==> config.mk <==
export PLATFORM = sky130hd
export DESIGN_NAME = tapk_iter
export DESIGN_NICKNAME = d
export VERILOG_FILES = /design/src/hw/rtl/tapk_pkg.sv /design/src/hw/rtl/tapk_iter.sv
export SDC_FILE = /design/constraint.sdc
export NUM_CORES = 2
export LEC_CHECK = 0
export ABC_AREA = 1
export BUFFER_PORTS_ARGS = -buffer_cell sky130_fd_sc_hd__buf_2
export CAP_MARGIN = 5
export CORE_UTILIZATION = 30
export CTS_CLUSTER_DIAMETER = 150
export CTS_CLUSTER_SIZE = 20
export DETAILED_ROUTE_END_ITERATION = 7
export HOLD_SLACK_MARGIN = 0.06
export PLACE_DENSITY_LB_ADDON = 0.3
export SETUP_SLACK_MARGIN = 0.15
export SLEW_MARGIN = 20
export SYNTH_ARGS = -nofsm -noshare
export SYNTH_HDL_FRONTEND = slang
export SYNTH_SLANG_ARGS = --single-unit
==> constraint.sdc <==
create_clock -name clk_i -period 1 [get_ports clk_i]
set_input_delay 0 -clock clk_i [delete_from_list [all_inputs] [get_ports clk_i]]
set_output_delay 0 -clock clk_i [all_outputs]
set_load 0.01 [all_outputs]
==> src/hw/rtl/tapk_pkg.sv <==
package tapk_pkg;

  localparam int unsigned COORD_WIDTH = 32;
  localparam int unsigned ANCHORS     = 3;

  localparam int unsigned LEN_W   = COORD_WIDTH - 1;
  localparam int unsigned DELTA_W = COORD_WIDTH + 1;
  localparam int unsigned DIFF_W  = COORD_WIDTH + 2;
  localparam int unsigned LSQ_W   = 2 * COORD_WIDTH - 2;
  localparam int unsigned KSQ_W   = 2 * COORD_WIDTH;
  localparam int unsigned CF_W    = 2 * COORD_WIDTH + 1;
  localparam int unsigned PP_W    = COORD_WIDTH + 1 + DIFF_W;
  localparam int unsigned NUM_W   = CF_W + DIFF_W + 1;
  localparam int unsigned DET_W   = 2 * DIFF_W + 1;
  localparam int unsigned DMAG_W  = DET_W - 1;
  localparam int unsigned SQ_W    = 2 * COORD_WIDTH + 2;
  localparam int unsigned SREM_W  = 2 * COORD_WIDTH;
  localparam int unsigned BIT_W   = $clog2(COORD_WIDTH);

  localparam int unsigned IN_DATA_W  = ((3 * LEN_W + 2 * COORD_WIDTH + 7) / 8) * 8;
  localparam int unsigned OUT_DATA_W = ((2 * COORD_WIDTH + 3 * LEN_W + 7) / 8) * 8;
  localparam int unsigned CFG_IDX_W  = 3;

  typedef enum logic [CFG_IDX_W-1:0] {
    CFG_A1X,
    CFG_A1Y,
    CFG_A2X,
    CFG_A2Y,
    CFG_A3X,
    CFG_A3Y
  } cfg_idx_e;

  // one item inside the divide / square root iteration
  typedef struct packed {
    logic                                cmd;
    logic                                sing;
    logic                                xneg;
    logic                                yneg;
    logic                                xov;
    logic                                yov;
    logic [NUM_W-1:0]                    xrem;
    logic [NUM_W-1:0]                    yrem;
    logic [COORD_WIDTH-1:0]              xq;
    logic [COORD_WIDTH-1:0]              yq;
    logic [ANCHORS-1:0]                  sov;
    logic [ANCHORS-1:0][SREM_W-1:0]      srem;
    logic [ANCHORS-1:0][COORD_WIDTH-1:0] root;
  } iter_t;

endpackage

==> src/hw/rtl/tapk_iter.sv <==
module tapk_iter (
  input  logic                         clk_i,
  input  logic                         rst_ni,
  input  logic                         en_i,
  input  logic [tapk_pkg::BIT_W-1:0]   bit_i,
  input  logic [tapk_pkg::DMAG_W-1:0]  dmag_i,
  input  logic                         vld_i,
  input  tapk_pkg::iter_t              st_i,
  output logic                         vld_o,
  output tapk_pkg::iter_t              st_o
);

  tapk_pkg::iter_t                      st_d;
  logic [tapk_pkg::NUM_W-1:0]           dsh;
  logic [tapk_pkg::SREM_W-1:0]          trial [tapk_pkg::ANCHORS];
  logic [tapk_pkg::BIT_W:0]             rsh;
  logic [tapk_pkg::BIT_W:0]             osh;

  always_comb begin
    st_d = st_i;
    dsh  = tapk_pkg::NUM_W'(dmag_i) << bit_i;
    rsh  = {1'b0, bit_i} + (tapk_pkg::BIT_W+1)'(1);
    osh  = {bit_i, 1'b0};
    // one quotient bit for each axis
    if (st_i.xrem >= dsh) begin
      st_d.xrem        = st_i.xrem - dsh;
      st_d.xq[bit_i]   = 1'b1;
    end
    if (st_i.yrem >= dsh) begin
      st_d.yrem        = st_i.yrem - dsh;
      st_d.yq[bit_i]   = 1'b1;
    end
    // one root bit for each anchor: try (2r + 2^j) * 2^j
    for (int k = 0; k < tapk_pkg::ANCHORS; k++) begin
      trial[k] = (tapk_pkg::SREM_W'(st_i.root[k]) << rsh)
               + (tapk_pkg::SREM_W'(1) << osh);
      if (st_i.srem[k] >= trial[k]) begin
        st_d.srem[k]        = st_i.srem[k] - trial[k];
        st_d.root[k][bit_i] = 1'b1;
      end
    end
  end

  always_ff @(posedge clk_i or negedge rst_ni) begin
    if (!rst_ni) begin
      vld_o <= 1'b0;
    end else if (en_i) begin
      vld_o <= vld_i;
    end
  end

  always_ff @(posedge clk_i) begin
    if (en_i) begin
      st_o <= st_d;
    end
  end

endmodule

==> results.md <==
- Max-slew violations: 0
- Final Hold Viols: 3
- WHS Endpoint: st_o[97]
- Fillcell total: 24600
- Net load switching power: 0.0741 W
- Critical path class: input port to flop
- Final antenna-violating net count: 0
- Vias in the first global route: 102000
- Fin nets: 18900
- Largest net degree at the start of global routing: 77
- Failing checks: hold timing, setup timing
- Placed cells: 20100
- Root buf cell: clkbuf_16
- Synth Area in Adders: 8.49%
- Post-DR wirelength/cell: 25.0 um
- Port bufs: 1199
- Synth Warn #: 0
- Die width: 499 um
- Worst stage delay on the critical path: 0.32 ns
- Global-route wire length before repair: 714 mm
- Clock Latency Late Sink: 0.73 ns
- Crit end category: flop
- Reg2reg start: vld_o
- Pleak: 62.7 nW
- Multiplexer share of the synthesized area: 1.24%
- Area occupied by multi-input gates: 58100 sq um
- Status: finished, violations left
- DP HPWL: 444 mm
- Actual slew at the worst max-slew pin: 1.09 ns
- Post-synth cell types: 60
- Pwr dens: 1240 nW/um^2
- DIE AREA: 249000 sq um
- DR vias/cell: 5.19
- Final setup vio count: 1491
- Net Sw Frac: 45.3%
- Seq cells post-synth: 562
- Die extent in y: 499 um
- F_max: 204 MHz
- Cell accounting for the most synthesized area: edfxtp_1
- Core area: 246000 sq um
- FF-to-FF End: vld_o
- Yosys top cell area share: 22.7%
- TritonCTS clock tree: built
- Comb pwr share: 68.6%
- CP max FO: 15
- P_int: 0.0895 W
- Hold Path Origin: st_i[97]
- Ports: 1200
- Most used cell, CP: nand2_1
- Number of synthesized flops with an enable pin: 561
- Compound-Gate Fraction of Synth Area: 18.2%
- Initial antenna violation count: 175
- Sink Count: 562
- Starting Density: 30.2%
- Post-Layout Cell Count: 21100
- RSZ-0062 raised after global routing: true
- Final critical-path share of the clock period: 491%
- Synth area leaders: edfxtp_1 23%, nand2_1 18%, ha_1 8.4%
- Grt total ovfl: 0
- Area delta synth->final: 78.6%
- Initial DRC Count: 12200
- Final worst slack: -3.91 ns
- CTS max path bufs: 3
- Max VDD drop: 1320 uV
- Mapped Area: 74200 sq um
- WHS Path Cells: 4
- Post-Synth Simple-Gate Area: 34.6%
- Syn nets: 13300
- FF+latch area: 16900 sq um
- H-tree Lvls: 2
- Combinational family with the most area after synthesis: simple AND/OR/NAND/NOR gates
- Syn Inst Count: 12200
- Flop-to-flop setup slack: 0.25 ns
- DR DRC count: 0
- Share of cells above drive strength 1: 39.3%
- Ys async rst share: 0.178%
- Post-layout util: 53.9%
- Worst path slowest cell: ha_4
- Prevailing post-synth register cell: edfxtp_1
- Mapped Avg Cell Area: 6.10 sq um
- Slew headroom: 27.1%
- Clock Skew: 0 ns
- CP Launch Type: input port
- Vias: 110000
- Final wirelength: 528 mm
- Reg power frac: 20.4%
- GPL Wtd Cong: 1.10
- Tmin final: 4.91 ns
- R2R cell count: 1
- GRT Resource Usage Total: 39.8%
- Synth Area in XOR/XNOR: 4.79%
- Hold Slack: -0.173 ns
- Sequential fraction of the synthesis area: 22.8%
- First-pass DRT Iterations: 6
- Clock slew at reported path FFs: 0.09 ns
- Cts bufs inserted: 40
- Clock power frac: 11.0%
- Critical Path RT: 1.58 ns
- Hold Path Class: input port to flop
- Total of max-cap violations: 0
- Worst endpoint data arrival time: 5.49 ns
- # rows: 182
[synthesized netlist by cell type, types with 113 or more instances]
cell type  instances
a21oi_1          760
a31oi_1          113
clkbuf_1         157
edfxtp_1         561
ha_1             495
inv_1           1554
nand2_1         3461
nand3_1          888
nand4_1          147
nor2_1          1461
nor3_1           124
o21ai_0         1039
o21bai_1         150
xnor2_1          215
xor2_1           187
[area by class of cell]
type / instances / area share (%)
repair buffers: 5893 / 34.6
inverters: 1594 / 4.58
diodes: 122 / 0.230
repair inverters: 3 / 0.0368
well taps: 3220 / 3.04
multi-input cells: 9679 / 43.9
clock buffers: 41 / 0.759
flip-flops and latches: 562 / 12.7
clock inverters: 17 / 0.159
[state kept, by name (all words and copies together), names as in the netlist]
name and flops:
st_o 561, vld_o 1
[worst max-delay path: cells and delay by family]
| kind | cells | cell delay, ns |
|---|---|---|
| adders and majority gates | 3 | 0.81 |
| buffers and inverters | 11 | 1.51 |
| and+or+nand+nor | 18 | 2.68 |
| AOI/OAI and AO/OA | 2 | 0.44 |
[per-stage QoR]
stage | total power [W] | setup TNS (ns) | hold WS [ns] | worst slack (ns) | instance area (sq um)
5_1_grt | 0.170 | -2243.77 | -0.153 | -4.03 | 132000
3_5_place_dp | 0.128 | -2534.97 | -0.223 | -5.38 | 114000
2_1_floorplan | 0.0730 | -2038.21 | -0.296 | -4.29 | 74700
3_3_place_gp | 0.129 | -2533.53 | -0.224 | -5.40 | 114000
4_1_cts | 0.153 | -2083.84 | -0.451 | -3.71 | 125000
6_report | 0.164 | -2118.74 | -0.173 | -3.91 | 132000
[per-layer routing]
metal  vias to the layer above  global-route usage [%]  part of all wire (%)
li1                      51700                       -                     -
met1                     50900                    49.9                    40
met2                      5644                    59.8                    41
met3                      1266                    8.41                   9.6
met4                        46                    29.8                   9.2
met5                         -                       0                  0.10
[cells by family (layout without fill, tap and decap cells)]
family,count (synthesis),after routing
adder cells (fa/ha/maj),500,500
multiplexers,92,92
other,0,122
buffers and inverters,1911,7548
flip-flops,562,562
AO/OA/AOI/OAI,2439,2439
XOR/XNOR,403,403
AND/OR/NAND/NOR,6245,6245
[power groups by stage]
stage	combinational (W)	sequential, W	clock (W)
floorplan	0.0376	0.0354	0
global placement	0.0947	0.0338	0
detailed placement	0.0948	0.0337	0
CTS	0.102	0.0333	0.0184
global route	0.118	0.0336	0.0189
finish	0.112	0.0334	0.0181
[layout by cell type (no fill, tap or decap), drive strengths merged, types with 42 or more instances in the layout]
cell type and n:
clkbuf 70, a21o 99, buf 5263, nand4 147
a31oi 113, diode 122, xor2 188, xnor2 215
or2 42, nand2 3465, inv 1602, dlygate4sd3 597
o21a 58, o21bai 151, ha 495, edfxtp 561
a21boi 45, nor3 128, mux2i 91, o21ai 1109
nand3 892, nor2 1478, a21oi 762
[how the worst max path moves through the flow]
stage	start	end	slack, ns	depth (start not counted)
3_3_place_gp	bit_i[0]	st_o[95]	-5.40	33
3_5_place_dp	bit_i[0]	st_o[95]	-5.38	31
6_report	bit_i[0]	st_o[23]	-3.91	34
5_1_grt	bit_i[0]	st_o[268]	-4.03	45
2_1_floorplan	bit_i[0]	st_o[31]	-4.29	41
4_1_cts	bit_i[2]	st_o[201]	-3.71	36
[repair_timing]
item,CTS,global route
resized for setup,866,1318
pin swaps,188,316
hold buffers,595,2
buffers inserted,94,106
endpoints found under the setup margin,1114,1655
hold endpoints to repair,1093,5
cloned,12,42
Note: power is estimated with default switching activity, not from simulation.
